### src/hdl/flvd_pkg.sv
package flvd_pkg;

  // Unit byte positions and length arithmetic
  localparam int IDX_W          = 25;
  localparam int HDR_IDX_W      = 4;
  localparam int TAG_HDR_LAST   = 10;
  localparam int BODY_FIRST_IDX = 11;
  localparam int HDR_LAST       = 12;
  localparam int TAG_TAIL_OFS   = 14;
  localparam int TAG_OVERHEAD   = 15;
  localparam int TRAILER_OFS    = 4;
  localparam int SUM_W          = 33;

  localparam logic [7:0] CHAR_F      = 8'h46;
  localparam logic [7:0] CHAR_L      = 8'h4c;
  localparam logic [7:0] CHAR_V      = 8'h56;
  localparam logic [7:0] HDR_MARK    = 8'h09;
  localparam logic [7:0] VIDEO_TAG   = 8'h09;
  localparam logic [3:0] KEY_FRAME   = 4'h1;

  localparam logic [HDR_IDX_W-1:0] IDX_SIG0    = 4'd0;
  localparam logic [HDR_IDX_W-1:0] IDX_SIG1    = 4'd1;
  localparam logic [HDR_IDX_W-1:0] IDX_SIG2    = 4'd2;
  localparam logic [HDR_IDX_W-1:0] IDX_VERSION = 4'd3;
  localparam logic [HDR_IDX_W-1:0] IDX_FLAGS   = 4'd4;
  localparam logic [HDR_IDX_W-1:0] IDX_MARK    = 4'd8;
  localparam logic [HDR_IDX_W-1:0] IDX_PAD     = 4'd9;

  // Result queue between parser and output stage
  localparam int QUEUE_DEPTH = 4;
  localparam int QUEUE_PTR_W = 2;
  localparam int QUEUE_CNT_W = 3;

  typedef enum logic [1:0] {
    OUT_HDR_OK  = 2'd0,
    OUT_TAG_OK  = 2'd1,
    OUT_HDR_BAD = 2'd2,
    OUT_TAG_BAD = 2'd3
  } flvd_outcome_e;

  typedef struct packed {
    logic        is_stream;
    logic        good;
    logic [7:0]  tag_type;
    logic [23:0] data_size;
    logic        keyframe;
    logic [7:0]  version;
    logic [7:0]  flags;
    logic [31:0] trailer;
  } flvd_rec_t;

endpackage

### src/hdl/flvd_front.sv
module flvd_front import flvd_pkg::*; (
  input  logic       clk_i,
  input  logic       rst_ni,
  input  logic       byte_valid_i,
  input  logic [7:0] byte_i,
  output logic       rec_push_o,
  output flvd_rec_t  rec_o
);

  logic                 in_body_q, in_body_d;
  logic [IDX_W-1:0]     idx_q, idx_d;
  logic                 is_hdr_q, is_hdr_d;
  logic                 good_q, good_d;
  logic                 halted_q, halted_d;
  logic [7:0]           tag_type_q, tag_type_d;
  logic [23:0]          size_q, size_d;
  logic                 key_q, key_d;
  logic [31:0]          trail_q, trail_d;
  logic [7:0]           ver_q, ver_d;
  logic [7:0]           flags_q, flags_d;

  logic [HDR_IDX_W-1:0] hdr_idx;
  logic [SUM_W-1:0]     trail_sum;
  logic [SUM_W-1:0]     len_sum;
  logic                 tag_ok;
  logic                 body_last;

  assign hdr_idx   = idx_q[HDR_IDX_W-1:0];
  assign body_last = (idx_q == (IDX_W'(size_q) + IDX_W'(TAG_TAIL_OFS)));

  always_comb begin
    in_body_d  = in_body_q;
    idx_d      = idx_q;
    is_hdr_d   = is_hdr_q;
    good_d     = good_q;
    halted_d   = halted_q;
    tag_type_d = tag_type_q;
    size_d     = size_q;
    key_d      = key_q;
    trail_d    = trail_q;
    ver_d      = ver_q;
    flags_d    = flags_q;
    rec_push_o = 1'b0;
    trail_sum  = '0;
    len_sum    = '0;
    tag_ok     = 1'b0;

    if (byte_valid_i && !halted_q) begin
      if (!in_body_q) begin
        case (hdr_idx)
          IDX_SIG0: begin
            is_hdr_d   = (byte_i == CHAR_F);
            good_d     = 1'b1;
            tag_type_d = byte_i;
            size_d     = '0;
            key_d      = 1'b0;
          end
          IDX_SIG1:    is_hdr_d = is_hdr_q & (byte_i == CHAR_L);
          IDX_SIG2:    is_hdr_d = is_hdr_q & (byte_i == CHAR_V);
          IDX_VERSION: ver_d    = byte_i;
          IDX_FLAGS:   flags_d  = byte_i;
          IDX_MARK:    good_d   = (byte_i == HDR_MARK);
          default: begin
            if (hdr_idx >= IDX_PAD) good_d = good_q & (byte_i == 8'd0);
          end
        endcase
        // size field sits in bytes one to three of a tag header
        if (hdr_idx >= IDX_SIG1 && hdr_idx <= IDX_VERSION) begin
          size_d = {size_q[15:0], byte_i};
        end

        if (idx_q == IDX_W'(TAG_HDR_LAST) && !is_hdr_q) begin
          in_body_d = 1'b1;
          idx_d     = IDX_W'(BODY_FIRST_IDX);
        end else if (idx_q == IDX_W'(HDR_LAST)) begin
          rec_push_o = 1'b1;
          halted_d   = !good_d;
          idx_d      = '0;
          trail_d    = '0;
        end else begin
          idx_d = idx_q + IDX_W'(1);
        end
      end else begin
        if (idx_q == IDX_W'(BODY_FIRST_IDX)) begin
          key_d = (tag_type_q == VIDEO_TAG) && (byte_i[7:4] == KEY_FRAME);
        end
        trail_d   = {trail_q[23:0], byte_i};
        trail_sum = SUM_W'(trail_d) + SUM_W'(TRAILER_OFS);
        len_sum   = SUM_W'(size_q) + SUM_W'(TAG_OVERHEAD);
        tag_ok    = (trail_sum == len_sum);
        if (body_last) begin
          rec_push_o = 1'b1;
          halted_d   = !tag_ok;
          in_body_d  = 1'b0;
          idx_d      = '0;
          trail_d    = '0;
        end else begin
          idx_d = idx_q + IDX_W'(1);
        end
      end
    end

    rec_o.is_stream = !in_body_q;
    rec_o.good      = in_body_q ? tag_ok : good_d;
    rec_o.tag_type  = tag_type_q;
    rec_o.data_size = size_q;
    rec_o.keyframe  = key_d;
    rec_o.version   = ver_q;
    rec_o.flags     = flags_q;
    rec_o.trailer   = {trail_q[23:0], byte_i};
  end

  always_ff @(posedge clk_i or negedge rst_ni) begin
    if (!rst_ni) begin
      in_body_q  <= 1'b0;
      idx_q      <= '0;
      is_hdr_q   <= 1'b0;
      good_q     <= 1'b1;
      halted_q   <= 1'b0;
      tag_type_q <= '0;
      size_q     <= '0;
      key_q      <= 1'b0;
      trail_q    <= '0;
      ver_q      <= '0;
      flags_q    <= '0;
    end else begin
      in_body_q  <= in_body_d;
      idx_q      <= idx_d;
      is_hdr_q   <= is_hdr_d;
      good_q     <= good_d;
      halted_q   <= halted_d;
      tag_type_q <= tag_type_d;
      size_q     <= size_d;
      key_q      <= key_d;
      trail_q    <= trail_d;
      ver_q      <= ver_d;
      flags_q    <= flags_d;
    end
  end

  a_halt_silent: assert property (@(posedge clk_i) disable iff (!rst_ni)
    halted_q |-> !rec_push_o)
    else $error("result produced while halted");

  a_bad_halts: assert property (@(posedge clk_i) disable iff (!rst_ni)
    rec_push_o && !rec_o.good |=> halted_q)
    else $error("failed unit did not halt the parser");

  a_body_idx: assert property (@(posedge clk_i) disable iff (!rst_ni)
    in_body_q |-> idx_q >= IDX_W'(BODY_FIRST_IDX))
    else $error("body byte index below first body position");

endmodule

### src/hdl/flvd_queue.sv
module flvd_queue import flvd_pkg::*; (
  input  logic      clk_i,
  input  logic      rst_ni,
  input  logic      push_i,
  input  flvd_rec_t rec_i,
  output logic      full_o,
  input  logic      take_i,
  output logic      empty_o,
  output flvd_rec_t rec_o
);

  flvd_rec_t              mem_q [QUEUE_DEPTH];
  logic [QUEUE_PTR_W-1:0] wr_ptr_q, wr_ptr_d;
  logic [QUEUE_PTR_W-1:0] rd_ptr_q, rd_ptr_d;
  logic [QUEUE_CNT_W-1:0] cnt_q, cnt_d;
  logic                   do_wr;
  logic                   do_rd;

  assign full_o  = (cnt_q == QUEUE_CNT_W'(QUEUE_DEPTH));
  assign empty_o = (cnt_q == '0);
  assign rec_o   = mem_q[rd_ptr_q];
  assign do_wr   = push_i && !full_o;
  assign do_rd   = take_i && !empty_o;

  always_comb begin
    wr_ptr_d = do_wr ? wr_ptr_q + QUEUE_PTR_W'(1) : wr_ptr_q;
    rd_ptr_d = do_rd ? rd_ptr_q + QUEUE_PTR_W'(1) : rd_ptr_q;
    cnt_d    = cnt_q;
    if (do_wr && !do_rd) cnt_d = cnt_q + QUEUE_CNT_W'(1);
    if (do_rd && !do_wr) cnt_d = cnt_q - QUEUE_CNT_W'(1);
  end

  always_ff @(posedge clk_i) begin
    if (do_wr) mem_q[wr_ptr_q] <= rec_i;
  end

  always_ff @(posedge clk_i or negedge rst_ni) begin
    if (!rst_ni) begin
      wr_ptr_q <= '0;
      rd_ptr_q <= '0;
      cnt_q    <= '0;
    end else begin
      wr_ptr_q <= wr_ptr_d;
      rd_ptr_q <= rd_ptr_d;
      cnt_q    <= cnt_d;
    end
  end

  a_cnt_bound: assert property (@(posedge clk_i) disable iff (!rst_ni)
    cnt_q <= QUEUE_CNT_W'(QUEUE_DEPTH))
    else $error("queue count beyond depth");

  a_no_overrun: assert property (@(posedge clk_i) disable iff (!rst_ni)
    full_o |-> !push_i)
    else $error("record pushed into full queue");

endmodule

### src/hdl/flvd_back.sv
module flvd_back import flvd_pkg::*; (
  input  logic        clk_i,
  input  logic        rst_ni,
  input  logic        q_empty_i,
  input  flvd_rec_t   q_rec_i,
  output logic        q_take_o,
  input  logic        pop_i,
  output logic        empty_o,
  output logic [1:0]  outcome_o,
  output logic [7:0]  tag_type_o,
  output logic [23:0] data_size_o,
  output logic        keyframe_o,
  output logic [7:0]  stream_version_o,
  output logic [7:0]  stream_flags_o,
  output logic [31:0] trailer_size_o
);

  logic          valid_q, valid_d;
  flvd_outcome_e outcome_q, outcome_d;
  logic [7:0]    tag_type_q, tag_type_d;
  logic [23:0]   size_q, size_d;
  logic          key_q, key_d;
  logic [7:0]    ver_q, ver_d;
  logic [7:0]    flags_q, flags_d;
  logic [31:0]   trail_q, trail_d;

  // refill the output beat whenever it is free or leaving
  assign q_take_o = !q_empty_i && (!valid_q || pop_i);

  always_comb begin
    valid_d    = valid_q;
    outcome_d  = outcome_q;
    tag_type_d = tag_type_q;
    size_d     = size_q;
    key_d      = key_q;
    ver_d      = ver_q;
    flags_d    = flags_q;
    trail_d    = trail_q;
    if (valid_q && pop_i) valid_d = 1'b0;
    if (q_take_o) begin
      valid_d = 1'b1;
      if (q_rec_i.is_stream) begin
        outcome_d  = q_rec_i.good ? OUT_HDR_OK : OUT_HDR_BAD;
        tag_type_d = '0;
        size_d     = '0;
        key_d      = 1'b0;
        ver_d      = q_rec_i.version;
        flags_d    = q_rec_i.flags;
        trail_d    = '0;
      end else begin
        outcome_d  = q_rec_i.good ? OUT_TAG_OK : OUT_TAG_BAD;
        tag_type_d = q_rec_i.tag_type;
        size_d     = q_rec_i.data_size;
        key_d      = q_rec_i.keyframe;
        ver_d      = '0;
        flags_d    = '0;
        trail_d    = q_rec_i.trailer;
      end
    end
  end

  always_ff @(posedge clk_i or negedge rst_ni) begin
    if (!rst_ni) begin
      valid_q <= 1'b0;
    end else begin
      valid_q <= valid_d;
    end
  end

  always_ff @(posedge clk_i) begin
    outcome_q  <= outcome_d;
    tag_type_q <= tag_type_d;
    size_q     <= size_d;
    key_q      <= key_d;
    ver_q      <= ver_d;
    flags_q    <= flags_d;
    trail_q    <= trail_d;
  end

  assign empty_o          = !valid_q;
  assign outcome_o        = outcome_q;
  assign tag_type_o       = tag_type_q;
  assign data_size_o      = size_q;
  assign keyframe_o       = key_q;
  assign stream_version_o = ver_q;
  assign stream_flags_o   = flags_q;
  assign trailer_size_o   = trail_q;

endmodule

### src/hdl/flv_tag_deframer.sv
// Channel   | Handshake          | Beat contents
// ----------+--------------------+---------------------------------------------
// bytes in  | push / full        | stream_byte_i
// results   | empty / pop        | outcome_o, tag_type_o, data_size_o,
//           |                    | keyframe_o, stream_version_o,
//           |                    | stream_flags_o, trailer_size_o
//
// One byte is taken every cycle while full is low; the parser writes a result
// into the result queue at the edge that takes the last byte of its unit, and
// the output register loads it once the output beat is empty or being popped.
// full rises only when the result queue holds four unread results.
// Reset (rst_ni low, asynchronous) clears the parser, queue and output valid flag.
// After a bad stream header or a tag length mismatch every byte is dropped
// until reset.
module flv_tag_deframer import flvd_pkg::*; (
  input  logic        clk_i,
  input  logic        rst_ni,
  input  logic        push,
  output logic        full,
  input  logic [7:0]  stream_byte_i,
  output logic        empty,
  input  logic        pop,
  output logic [1:0]  outcome_o,
  output logic [7:0]  tag_type_o,
  output logic [23:0] data_size_o,
  output logic        keyframe_o,
  output logic [7:0]  stream_version_o,
  output logic [7:0]  stream_flags_o,
  output logic [31:0] trailer_size_o
);

  logic      byte_valid;
  logic      rec_push;
  flvd_rec_t rec_in;
  flvd_rec_t rec_head;
  logic      q_full;
  logic      q_empty;
  logic      q_take;

  assign full       = q_full;
  assign byte_valid = push && !q_full;

  flvd_front u_front (
    .clk_i        (clk_i),
    .rst_ni       (rst_ni),
    .byte_valid_i (byte_valid),
    .byte_i       (stream_byte_i),
    .rec_push_o   (rec_push),
    .rec_o        (rec_in)
  );

  flvd_queue u_queue (
    .clk_i   (clk_i),
    .rst_ni  (rst_ni),
    .push_i  (rec_push),
    .rec_i   (rec_in),
    .full_o  (q_full),
    .take_i  (q_take),
    .empty_o (q_empty),
    .rec_o   (rec_head)
  );

  flvd_back u_back (
    .clk_i            (clk_i),
    .rst_ni           (rst_ni),
    .q_empty_i        (q_empty),
    .q_rec_i          (rec_head),
    .q_take_o         (q_take),
    .pop_i            (pop),
    .empty_o          (empty),
    .outcome_o        (outcome_o),
    .tag_type_o       (tag_type_o),
    .data_size_o      (data_size_o),
    .keyframe_o       (keyframe_o),
    .stream_version_o (stream_version_o),
    .stream_flags_o   (stream_flags_o),
    .trailer_size_o   (trailer_size_o)
  );

endmodule

### config.mk
export PLATFORM = sky130hd
export DESIGN_NAME = flv_tag_deframer
export DESIGN_NICKNAME = d
export VERILOG_FILES = /design/src/hdl/flvd_pkg.sv /design/src/hdl/flvd_front.sv /design/src/hdl/flvd_queue.sv /design/src/hdl/flvd_back.sv /design/src/hdl/flv_tag_deframer.sv
export SDC_FILE = /design/constraint.sdc
export NUM_CORES = 1
export LEC_CHECK = 0
export BUFFER_PORTS_ARGS = -buffer_cell sky130_fd_sc_hd__buf_2
export CAP_MARGIN = 20
export CORE_ASPECT_RATIO = 0.8
export CORE_UTILIZATION = 61
export CTS_CLUSTER_SIZE = 24
export DETAILED_ROUTE_END_ITERATION = 8
export HOLD_SLACK_MARGIN = 0.15
export PLACE_DENSITY = 0.79
export SLEW_MARGIN = 0
export SYNTH_ARGS = -nofsm -noshare
export SYNTH_HDL_FRONTEND = slang
export SYNTH_HIERARCHICAL = 1
export SYNTH_SLANG_ARGS = --single-unit
### constraint.sdc
create_clock -name clk_i -period 8.35 [get_ports clk_i]
set_input_delay 0.4175 -clock clk_i [delete_from_list [all_inputs] [get_ports clk_i]]
set_output_delay 0.4175 -clock clk_i [all_outputs]
set_load 0.01 [all_outputs]
==> results of run 1 <==
timing repair:
item	4_1_cts	5_1_grt
hold endpoints to repair	53	0
hold buffers	2	0
setup endpoints to repair	0	0
how the worst max path moves through the flow:
stage                                end  cells after the start
floorplan               u_queue/cnt_q[2]                      9
global placement    u_queue/mem_q[3][41]                     10
detailed placement  u_queue/mem_q[0][47]                     12
CTS                 u_queue/mem_q[0][56]                     12
global route        u_queue/mem_q[0][35]                     12
finish              u_queue/mem_q[0][35]                     12
report_power, final:
part	internal, mW	switching (mW)	total, mW
registers	2.93	0.0918	3.03
clock network	1.28	0.979	2.26
logic	0.289	0.382	0.671
cells in the mapped netlist, types with 26 or more instances:
cell      number
edfxtp_1     415
dfrtp_1      109
mux4_2        83
xnor2_1       77
nor2b_1       72
nand2_1       59
nor2_1        54
a22o_1        44
clkbuf_1      42
xor2_1        38
nand3_1       31
nand4_1       26
state kept, by name (all words and copies together), names as in the netlist, 3 cells and up:
register / cells
u_back/data_size_o: 24
u_back/stream_flags_o: 8
u_back/stream_version_o: 8
u_back/tag_type_o: 8
u_back/trailer_size_o: 32
u_front/flags_q: 8
u_front/idx_q: 25
u_front/size_q: 24
u_front/tag_type_q: 8
u_front/trail_q: 24
u_front/ver_q: 8
u_queue/cnt_q: 3
u_queue/mem_q: 332
stage by stage:
step	util (%)	cell area (um^2)
5_1_grt	68.61	24640
4_1_cts	68.61	24640
2_1_floorplan	-	22300
3_5_place_dp	63.98	22980
3_3_place_gp	63.92	22960
6_report	68.61	24640
cells by family after synthesis:
kind of cell / synth area share [%]
DFF: 68.22
buffers and inverters: 2.973
muxes: 9.537
and+or+nand+nor: 9.211
adders and majority gates: 0.9873
xor gates and xnor gates: 4.824
AOI/OAI and AO/OA: 4.247
critical path: stages (launching register included):
cell and delay (ps):
dfrtp_1 570, inv_1 150, ha_1 250, xor3_1 190, nor4_1 360, o211ai_1 170
or3_1 410, nand4b_4 190, o41a_4 480, nor2_8 340, nor2b_1 530, and2_4 610
buf_4 760
metal layers:
layer | part of all wire, % | GRT usage, %
met1 | 44 | 41.05
met2 | 47 | 41.04
met3 | 7.2 | 4.398
met4 | 2.0 | 6.915
met5 | 0 | 0
area by class of cell:
type	count	share of cell area [%]
clock buffer	65	5.342
clock inverter	27	1.325
inverter	23	0.3504
multi-input combinational	727	26.19
sequential	525	61.78
tap	480	2.437
timing repair buffer	114	2.579
==> metrics.md, run 1 <==
| Metric | Value |
|---|---|
| First-pass GRT wire length | approximately 76000 um |
| Max Slew Vio Count | 0 |
| FF-to-FF End | u_queue/mem_q[0][35] |
| Yosys reg bits | approximately 530 |
| Unrepaired setup endpoints after global routing | false |
| Clock sink count | 525 |
| Area growth syn-to-layout | 10.48% |
| Die area | 37340 um^2 |
| Cell taking the most area after synthesis | edfxtp_1 |
| Port Buffers | 96 |
| Fmax | 183.6 MHz |
| Hold worst-path end | u_queue/mem_q[0][3] |
| Post-synth top flop | edfxtp_1 |
| EDFF count, synth | 415 |
| Yosys top cell area share | 55.87% |
| Overall Power | 5.958 mW |
| Cell count of the worst reg-to-reg path | 12 |
| Slew headroom | between 30% and 40% |
| Maximum clock path buffer count | 3 |
| Pre-antenna DRT Iters | 5 |
| Req. time, crit path | between 8000 and 9000 ps |
| Mapped Nets | roughly 1400 |
| CTS Buf Count | 49 |
| Total GRT Usage | 26.92% |
| Vias in the first global route | 12410 |
| Largest net degree at the start of global routing | 83 |
| Reg2Reg Setup Slack | 2900 ps |
| Commonest non-fill, non-tap cells in the layout | edfxtp_1, dfrtp_1, buf_2 |
| Crit path launch type | flop |
| Clock Skew | 15.42 ps |
| Reg clk slew, reported paths | 60 ps |
| Critical path capture point type | flop |
| Max Fanout on Critical Path | 48 |
| Share of cells above drive strength 1 | 21.40% |
| Leak | 9.421 nW |
| Routed Antenna Nets | 0 |
| Pre-CTS setup slack | 2917 ps |
| Setup-violating endpoint count in the final report | 0 |
| Worst setup startpoint | u_front/size_q[2] |
| CTS H-tree depth | 2 |
| PostCTS Resize Cnt | 0 |
| Fin nets | approximately 1500 |
| Synth Instances | between 1000 and 1500 |
| # DRC | 0 |
| Num ports | 97 |
| Fin crit share | between 60% and 70% |
| Fin crit period | 5448 ps |
| FF-to-FF Start | u_front/size_q[2] |
| Initial Util | 62.10% |
| Total congestion overflow | 0 |
| Worst slew pin tran | around 1000 ps |
| Hold Path Stages | 1 |
| Core area | 35920 um^2 |
| Worst EP arrival | 5650 ps |
| Starting DRT DRC Count | roughly 1400 |
| Final Hold Fails | 0 |
| Worst hold path type | in -> reg |
| Vias/cell | 6.300 |
| Setup tns final | 0 ps |
| Reg area | 15220 um^2 |
| Post-synthesis average cell area | 16.36 um^2 |
| Yosys Warn Count | 6 |
| Commonest non-fill, non-tap cell in the layout | edfxtp_1 |
| Register area share after synthesis | 68.22% |
| Worst VDD drop | 177.7 uV |
| Status | complete, no violations |
| Fin cells | roughly 2000 |
| Crit path kind | reg -> reg |
| Die Height | 173.0 um |
| Synth unique cells | 76 |
| Async set-or-reset flop fraction in the synthesized netlist | 20.95% |
| PD cells | 241.8 nW/um^2 |
| Initial antenna violation count | 0 |
| Synth top area cells | edfxtp_1, dfrtp_1, mux4_2 |
| Setup bufs post-CTS | 0 |
| Worst setup margin | between 2000 and 3000 ps |
| Max-cap violations | 0 |
| DR WL/cell | 24.93 um |
| Row cnt | 62 |
| Hold WS | about 260 ps |
| DP HPWL | 29270 um |
| Clock insertion delay at the later pin of the skew report | 580 ps |
| Ant. Diodes | 0 |
| Worst Min Path Start | stream_byte_i[3] |
| Cell Area, Synth | 22300 um^2 |
| Multi-input gate area | 6452 um^2 |
| Final WL | 48900 um |
| Inst Count DP | 1867 |
| Gpl congestion | between 0.9 and 1 |
| Die width | 215.8 um |
| CTS Root Cell | clkbuf_16 |
| Via count | 12360 |
| CTS tree | yes |
| Fillcell total | about 2400 |
(Power assumes the default switching activity.)
==> inputs of run 2 (changes only) <==
Settings changed: ABC_AREA set to 1, CORE_UTILIZATION 61 to 56, PLACE_DENSITY 0.79 to 0.76.
Clock period 8.35 ns to 4.6 ns, I/O delays scaled along.
==> run 2 against run 1 <==
  * Global-route usage up 0.37 points
  * First-iteration DRC count rose by 37%
  * Final cell count increased by 63%
  * Hold slack gained 78 ps
  * Core utilization is 5.4 points lower
  * Highest routed layer unchanged
==> metrics.md, run 2 <==
| Metric | Value |
|---|---|
| Status | complete, no violations |
| Crit-path cells | inv_1, ha_1, inv_1, nor2_1, nor2_1, nand2_1, nand2_1, nand2_1, inv_1, nand2_1, nor2_1, nand2_1, nor2_1, nand3_2, nand2_4, nand2_1, inv_1, nand2_1, nor2_4, buf_12 |
| Mapped Nets | 2544 (+83%) |
| First-pass GRT wire length | 93980 um (+24%) |
| Final WL | 60890 um (+25%) |
| Clock share of power | 41.8% (+3.9 points) |
| Largest net degree at the start of global routing | 190 (+130%) |
| Max Fanout on Critical Path | 19 (-60%) |
| Worst VDD drop | 278.0 uV (+56%) |
| WP buf/inv | 5 (+3) |
| Slew headroom | 29.88% (-0.89 points) |
| Vias in the first global route | 16640 (+34%) |
| Switching share of power | 23.69% (-0.69 points) |
| Reg2Reg Setup Slack | 580 ps (-2320 ps) |
| Placement Cell Area | 25590 um^2 (+11%) |
| Maximum clock path buffer count | 3 (unchanged) |
| Clock Skew | 28.15 ps (+12.73 ps) |
| Routed Antenna Nets | 0 (unchanged) |
| Register area share after synthesis | 61.48% (-6.7 points) |
| Port Buffers | 96 (unchanged) |
| Final Hold Fails | 0 (unchanged) |
| Commonest non-fill, non-tap cell in the layout | nand2_1 |
| Most common library cells after synthesis | nand2_1, inv_1, edfxtp_1, nor2_1, o211ai_1 |
| Vias/cell | 5.590 (-11%) |
| Unrepaired setup endpoints after global routing | false |
| Design area | 27420 um^2 (+11%) |
| Fin crit period | 4022 ps (-1426 ps) |
| Ant. Diodes | 0 (unchanged) |
| Cell count of the worst reg-to-reg path | 20 (+8) |
| Pint | 7.827 mW (+74%) |
| Sequential power share | 52.2% (+1.4 points) |
| Total GRT Usage | 27.29% (+0.37 points) |
| CTS H-tree depth | 2 (unchanged) |
| Core area | 43390 um^2 (+21%) |
| Max-cap violations | 0 (unchanged) |
| DR WL/cell | 19.10 um (-23%) |
| Via count | 17820 (+44%) |
| Initial antenna violation count | 1 (+1) |
| Area growth syn-to-layout | 10.78% |
| Fin crit share | 87.44% (+22 points) |
| Async set-or-reset flop fraction in the synthesized netlist | 20.95% (unchanged) |
| CP max stage cell | nor2_4 |
| Psw | 2.430 mW (+67%) |
| Worst slew pin tran | 1052 ps (+13.41 ps) |
| Crit path launch type | flop |
| Worst setup margin | 577.9 ps (-2324 ps) |
| Fmax | 248.6 MHz (+35%) |
| Setup tns final | 0 ps (unchanged) |
| Initial Util | 57.04% (-5.1 points) |
| Largest register by flop count | u_queue/mem_q |
| FF-to-FF Start | u_front/size_q[2] |
| Cell taking the most area after synthesis | edfxtp_1 |
| Fin nets | 2616 (+78%) |
| Cell Area, Synth | 24750 um^2 (+11%) |
| Max Slew Vio Count | 0 (unchanged) |
| Yosys reg bits | 525 (unchanged) |
| Num ports | 97 (unchanged) |
| Commonest non-fill, non-tap cells in the layout | nand2_1, inv_1, edfxtp_1 |
| Clock sink count | 525 (unchanged) |
| CTS tree | yes |
| Delay-heaviest family, CP | simple AND/OR/NAND/NOR gates |
| FF-to-FF End | u_queue/mem_q[0][20] |
| Die Height | 190.0 um (+9.8%) |
| Crit path kind | reg -> reg |
| # DRC | 0 (unchanged) |
| PD cells | 374.1 nW/um^2 (+55%) |
| Part of the power in combinational logic | 6.1% (-5.2 points) |
| Post-synthesis average cell area | 9.841 um^2 (-40%) |
| Synth unique cells | 50 (-34%) |
| Total congestion overflow | 0 (unchanged) |
| Starting DRT DRC Count | 1857 (+37%) |
| Worst hold path type | in -> async |
| CP max stage delay | 600 ps (-160 ps) |
| Synth top area cells | edfxtp_1, dfrtp_1, nand2_1 |
| CTS Root Cell | clkbuf_16 |
| Row cnt | 68 (+9.7%) |
| Worst EP arrival | 4310 ps (-1340 ps) |
| Synth Instances | 2515 (+85%) |
| Setup-violating endpoint count in the final report | 0 (unchanged) |
| Yosys Warn Count | 6 (unchanged) |
| Die width | 237.0 um (+9.9%) |
| Share of cells above drive strength 1 | 10.05% (-11 points) |
| Clock insertion delay at the later pin of the skew report | 600 ps (+20 ps) |
| Critical path capture point type | flop |
| Die area | 45050 um^2 (+21%) |
| Hold WS | 340.0 ps (+77.73 ps) |
| Reg clk slew, reported paths | 70 ps (about the same) |
| Max reg flops | 332 (unchanged) |
| Req. time, crit path | 4880 ps (-3670 ps) |
| Pre-antenna DRT Iters | 5 (unchanged) |
| DP HPWL | 39930 um (+36%) |
| CTS Buf Count | 50 (+2.0%) |
| Post-synth top flop | edfxtp_1 |
| Gpl congestion | 0.9538 (+0.14%) |
| Yosys top cell area share | 50.35% (-5.5 points) |
| Leak | 12.14 nW (+29%) |
| Pre-CTS setup slack | 653.2 ps (-2263 ps) |
| EDFF count, synth | 415 (unchanged) |
| Count leader, synth | nand2_1 |
| CP dominant cell by count | nand2_1 |
run 2: how the worst max path moves through the flow:
stage / startpoint / to / depth (start not counted) / slack (ps)
floorplan: u_front/size_q[1] / u_queue/mem_q[0][0] / 19 / -1460
global placement: u_front/size_q[2] / u_queue/mem_q[0][62] / 20 / 700
detailed placement: u_front/size_q[1] / u_queue/mem_q[0][62] / 20 / 650
CTS: u_front/size_q[1] / u_queue/mem_q[0][20] / 20 / 600
global route: u_front/size_q[1] / u_queue/mem_q[0][24] / 20 / 240
finish: u_front/size_q[2] / u_queue/mem_q[0][20] / 20 / 580
run 2: per-layer routing:
metal / vias to the layer above / track usage (%) / part of all wire [%] / wire length, um
met2: 722 / 42.84 / 46 / 27860
met3: 83 / 4.309 / 8.4 / 5122
met5: - / 0 / 0 / 0
met1: 8613 / 40.13 / 44 / 26920
li1: 8402 / - / - / -
met4: 0 / 6.419 / 1.6 / 981
run 2: per-stage QoR:
step	util [%]	power, mW	instances
6_report	63.19	10.26	3188
5_1_grt	63.19	10.55	3188
4_1_cts	63.19	10.30	3188
3_5_place_dp	58.98	6.034	3085
3_3_place_gp	58.98	6.018	3085
2_1_floorplan	-	5.797	2515
run 2: timing repair:
action	4_1_cts	5_1_grt
hold buffers	10	0
gates resized for setup	0	0
endpoints found under the hold margin	112	0
buffers inserted	0	0
run 2: cell families after synthesis:
group           share of synthesized area, %
compound gates                         8.286
xor+xnor                               1.931
fa+ha+maj                             0.8897
buf+inv                                9.307
flops                                  61.48
simple gates                           18.11
run 2: power by group through the flow:
stage          sequential (mW)  combinational, mW  clock, mW
2_1_floorplan             5.35              0.449          0
3_3_place_gp              5.44              0.580          0
3_5_place_dp              5.44              0.592          0
4_1_cts                   5.34              0.606       4.35
5_1_grt                   5.36              0.682       4.51
6_report                  5.35              0.621       4.28
run 2: final cells by class:
| class | count | area [um^2] |
|---|---|---|
| clock buffer | 61 | 1355 |
| clock inverter | 32 | 371.6 |
| fill | 3356 | 15970 |
| inverter | 425 | 1603 |
| multi-input combinational | 1451 | 7277 |
| sequential | 525 | 15220 |
| tap | 560 | 700.7 |
| timing repair buffer | 134 | 893.4 |
run 2: worst register-to-register path, delay by kind of cell, from the launching register on:
kind	cells	cell delay, ps
flip-flops	1	500
AND/OR/NAND/NOR	14	2190
buffers and inverters	5	720
adder cells (fa/ha/maj)	1	270
==> inputs of run 3 (changes only) <==
Settings changed: CORE_UTILIZATION 56 to 35, PLACE_DENSITY 0.76 to not set.
==> run 3 against run 2 <==
  * Die area is 59% higher
  * Non-clock buffer count is 8 higher
  * Clock-buffer cell count is 16 higher
  * Global-route usage is 9.6 points lower
  * Critical path depth stayed put
  * Register-to-register slack worse by 90 ps
  * Final cell count is 12% higher
  * Clock skew hardly changed
  * Critical endpoint is now u_queue/mem_q[2][20]
  * Highest routed layer unchanged
==> metrics.md, run 3 (synthesis results as in run 2) <==
| Metric | Value |
|---|---|
| Status | complete, no violations |
| Via count | 17520 (-1.7%) |
| Part of the power in combinational logic | 6.0% (about the same) |
| DP HPWL | 43780 um (+9.7%) |
| Pre-CTS setup slack | 525.2 ps (-128.0 ps) |
| Worst VDD drop | 269.8 uV (-2.9%) |
| Switching share of power | 23.71% (+0.026 points) |
| Area growth syn-to-layout | 12.99% |
| Commonest non-fill, non-tap cell in the layout | nand2_1 |
| Reg area | 15220 um^2 (unchanged) |
| Initial Util | 35.66% (-21 points) |
| Max Fanout on Critical Path | 43 (+24) |
| Initial antenna violation count | 0 (-1) |
| Die width | 299.3 um (+26%) |
| Slew headroom | 39.80% (+9.9 points) |
| Maximum clock path buffer count | 3 (unchanged) |
| Critical path capture point type | flop |
| CP max stage delay | 550 ps (-50 ps) |
| Port Buffers | 96 (unchanged) |
| CTS tree | yes |
| PostCTS Resize Cnt | 0 (unchanged) |
| Routed Antenna Nets | 0 (unchanged) |
| Vias/cell | 4.911 (-12%) |
| Worst slew pin tran | 903.0 ps (-148.9 ps) |
| Unrepaired setup endpoints after global routing | false |
| Commonest non-fill, non-tap cells in the layout | nand2_1, inv_1, edfxtp_1 |
| Ant. Diodes | 0 (unchanged) |
| First-pass GRT wire length | 96760 um (+3.0%) |
| Crit path kind | reg -> reg |
| Sequential power share | 51.8% (-0.4 points) |
| Gpl congestion | 0.9273 (-2.8%) |
| Multi-input gate area | 7282 um^2 (about the same) |
| CP dominant cell by count | nand2_1 |
| Inst Count DP | 3457 (+12%) |
| Core area | 69400 um^2 (+60%) |
| Starting DRT DRC Count | 1422 (-23%) |
| Delay-heaviest family, CP | simple AND/OR/NAND/NOR gates |
| Reg clk slew, reported paths | 70 ps (about the same) |
| # DRC | 0 (unchanged) |
| DR WL/cell | 17.93 um (-6.1%) |
| Overall Power | 10.33 mW (+0.73%) |
| Leak | 12.19 nW (+0.37%) |
| CTS Buf Count | 54 (+8.0%) |
| Fillcell total | 6685 (+99%) |
| WP buf/inv | 5 (unchanged) |
| Row cnt | 86 (+26%) |
| Share of cells above drive strength 1 | 10.29% (+0.24 points) |
| Fmax | 243.0 MHz (-2.3%) |
| Largest net degree at the start of global routing | 139 (-27%) |
| Psw | 2.450 mW (+0.84%) |
| PD cells | 369.4 nW/um^2 (-1.2%) |
| Crit-path cells | inv_1, ha_1, inv_1, nor2_1, nor2_1, nand2_1, nand2_1, nand2_1, inv_1, nand2_1, nor2_1, nand2_1, nor2_1, nand3_2, nand2_4, nand2_1, inv_1, nand2_1, nor2_4, buf_12 |
| Fin crit period | 4115 ps (+93.06 ps) |
| Fin nets | 2628 (+0.46%) |
| Req. time, crit path | 4890 ps (about the same) |
| Num ports | 97 (unchanged) |
| Final Hold Fails | 0 (unchanged) |
| Pint | 7.881 mW (+0.69%) |
| Crit path launch type | flop |
| Fin cells | 3568 (+12%) |
| Vias in the first global route | 16410 (-1.4%) |
| Die area | 71790 um^2 (+59%) |
| Worst EP arrival | 4400 ps (+90 ps) |
| Die Height | 239.8 um (+26%) |
| Max-cap violations | 0 (unchanged) |
| Fin crit share | 89.46% (+2.0 points) |
| Total GRT Usage | 17.68% (-9.6 points) |
| Pre-antenna DRT Iters | 6 (+1) |
| CTS H-tree depth | 2 (unchanged) |
| Post-layout util | 40.29% (-23 points) |
| CP max stage cell | nor2_4 |
| Clock share of power | 42.1% (+0.3 points) |
| Total congestion overflow | 0 (unchanged) |
| Clock sink count | 525 (unchanged) |
| Setup-violating endpoint count in the final report | 0 (unchanged) |
| Worst setup margin | 484.8 ps (-93.06 ps) |
| Max Slew Vio Count | 0 (unchanged) |
| CTS Root Cell | clkbuf_16 |
| Worst hold path type | in -> async |
| Clock insertion delay at the later pin of the skew report | 620 ps (+20 ps) |
| Largest register by flop count | u_queue/mem_q |
| Final WL | 63980 um (+5.1%) |
| Clock Skew | 27.89 ps (-0.2579 ps) |
| Max reg flops | 332 (unchanged) |
## run 3: metrics by stage
stage          TNS [ps]  cell area (um^2)  hold slack (ps)
6_report              0             27960            215.1
5_1_grt               0             27960            262.3
4_1_cts               0             27960            228.0
3_5_place_dp          0             26100            362.7
3_3_place_gp          0             26100            344.7
2_1_floorplan   -483070             24750           -65.59
## run 3: cell type report
| cell class | count | area share, % |
|---|---|---|
| sequential | 525 | 54.42 |
| tap | 924 | 4.134 |
| clock buffer | 77 | 5.396 |
| inverter | 425 | 5.732 |
| timing repair buffer | 142 | 3.365 |
| multi-input combinational | 1451 | 26.04 |
| clock inverter | 24 | 0.9172 |
## run 3: routing by layer
metal  part of all wire, %  up-vias  GRT usage (%)
li1                      -     8428              -
met1                    46     8481          25.34
met2                    45      528          27.60
met3                   6.7       84          3.102
met4                   2.0        0          4.484
met5                     0        -              0
## run 3: final timing paths
check | end | slack [ps] | from | cells past startpoint
max | u_queue/mem_q[2][20] | 480 | u_front/size_q[1] | 20
min | u_front/trail_q[12] | 220 | rst_ni | 2
max reg2reg | u_queue/mem_q[2][20] | 480 | u_front/size_q[1] | 20
min reg2reg | u_queue/cnt_q[0] | 480 | u_queue/cnt_q[0] | 1
max in group asynchronous | u_front/good_q | 3370 | rst_ni | 3
min in group clk_i | u_back/valid_q | 390 | pop | 3
## run 3: power by group through the flow
stage / clock network (mW) / registers (mW) / logic [mW]
after detailed placement: 0 / 5.45 / 0.602
after CTS: 4.46 / 5.35 / 0.612
after global placement: 0 / 5.45 / 0.596
final: 4.35 / 5.36 / 0.622
after global routing: 4.63 / 5.37 / 0.689
after floorplan: 0 / 5.35 / 0.449
## run 3: what timing repair did
item | 4_1_cts | 5_1_grt
endpoints found under the hold margin | 89 | 0
buffers inserted | 0 | 0
hold buffers | 10 | 0
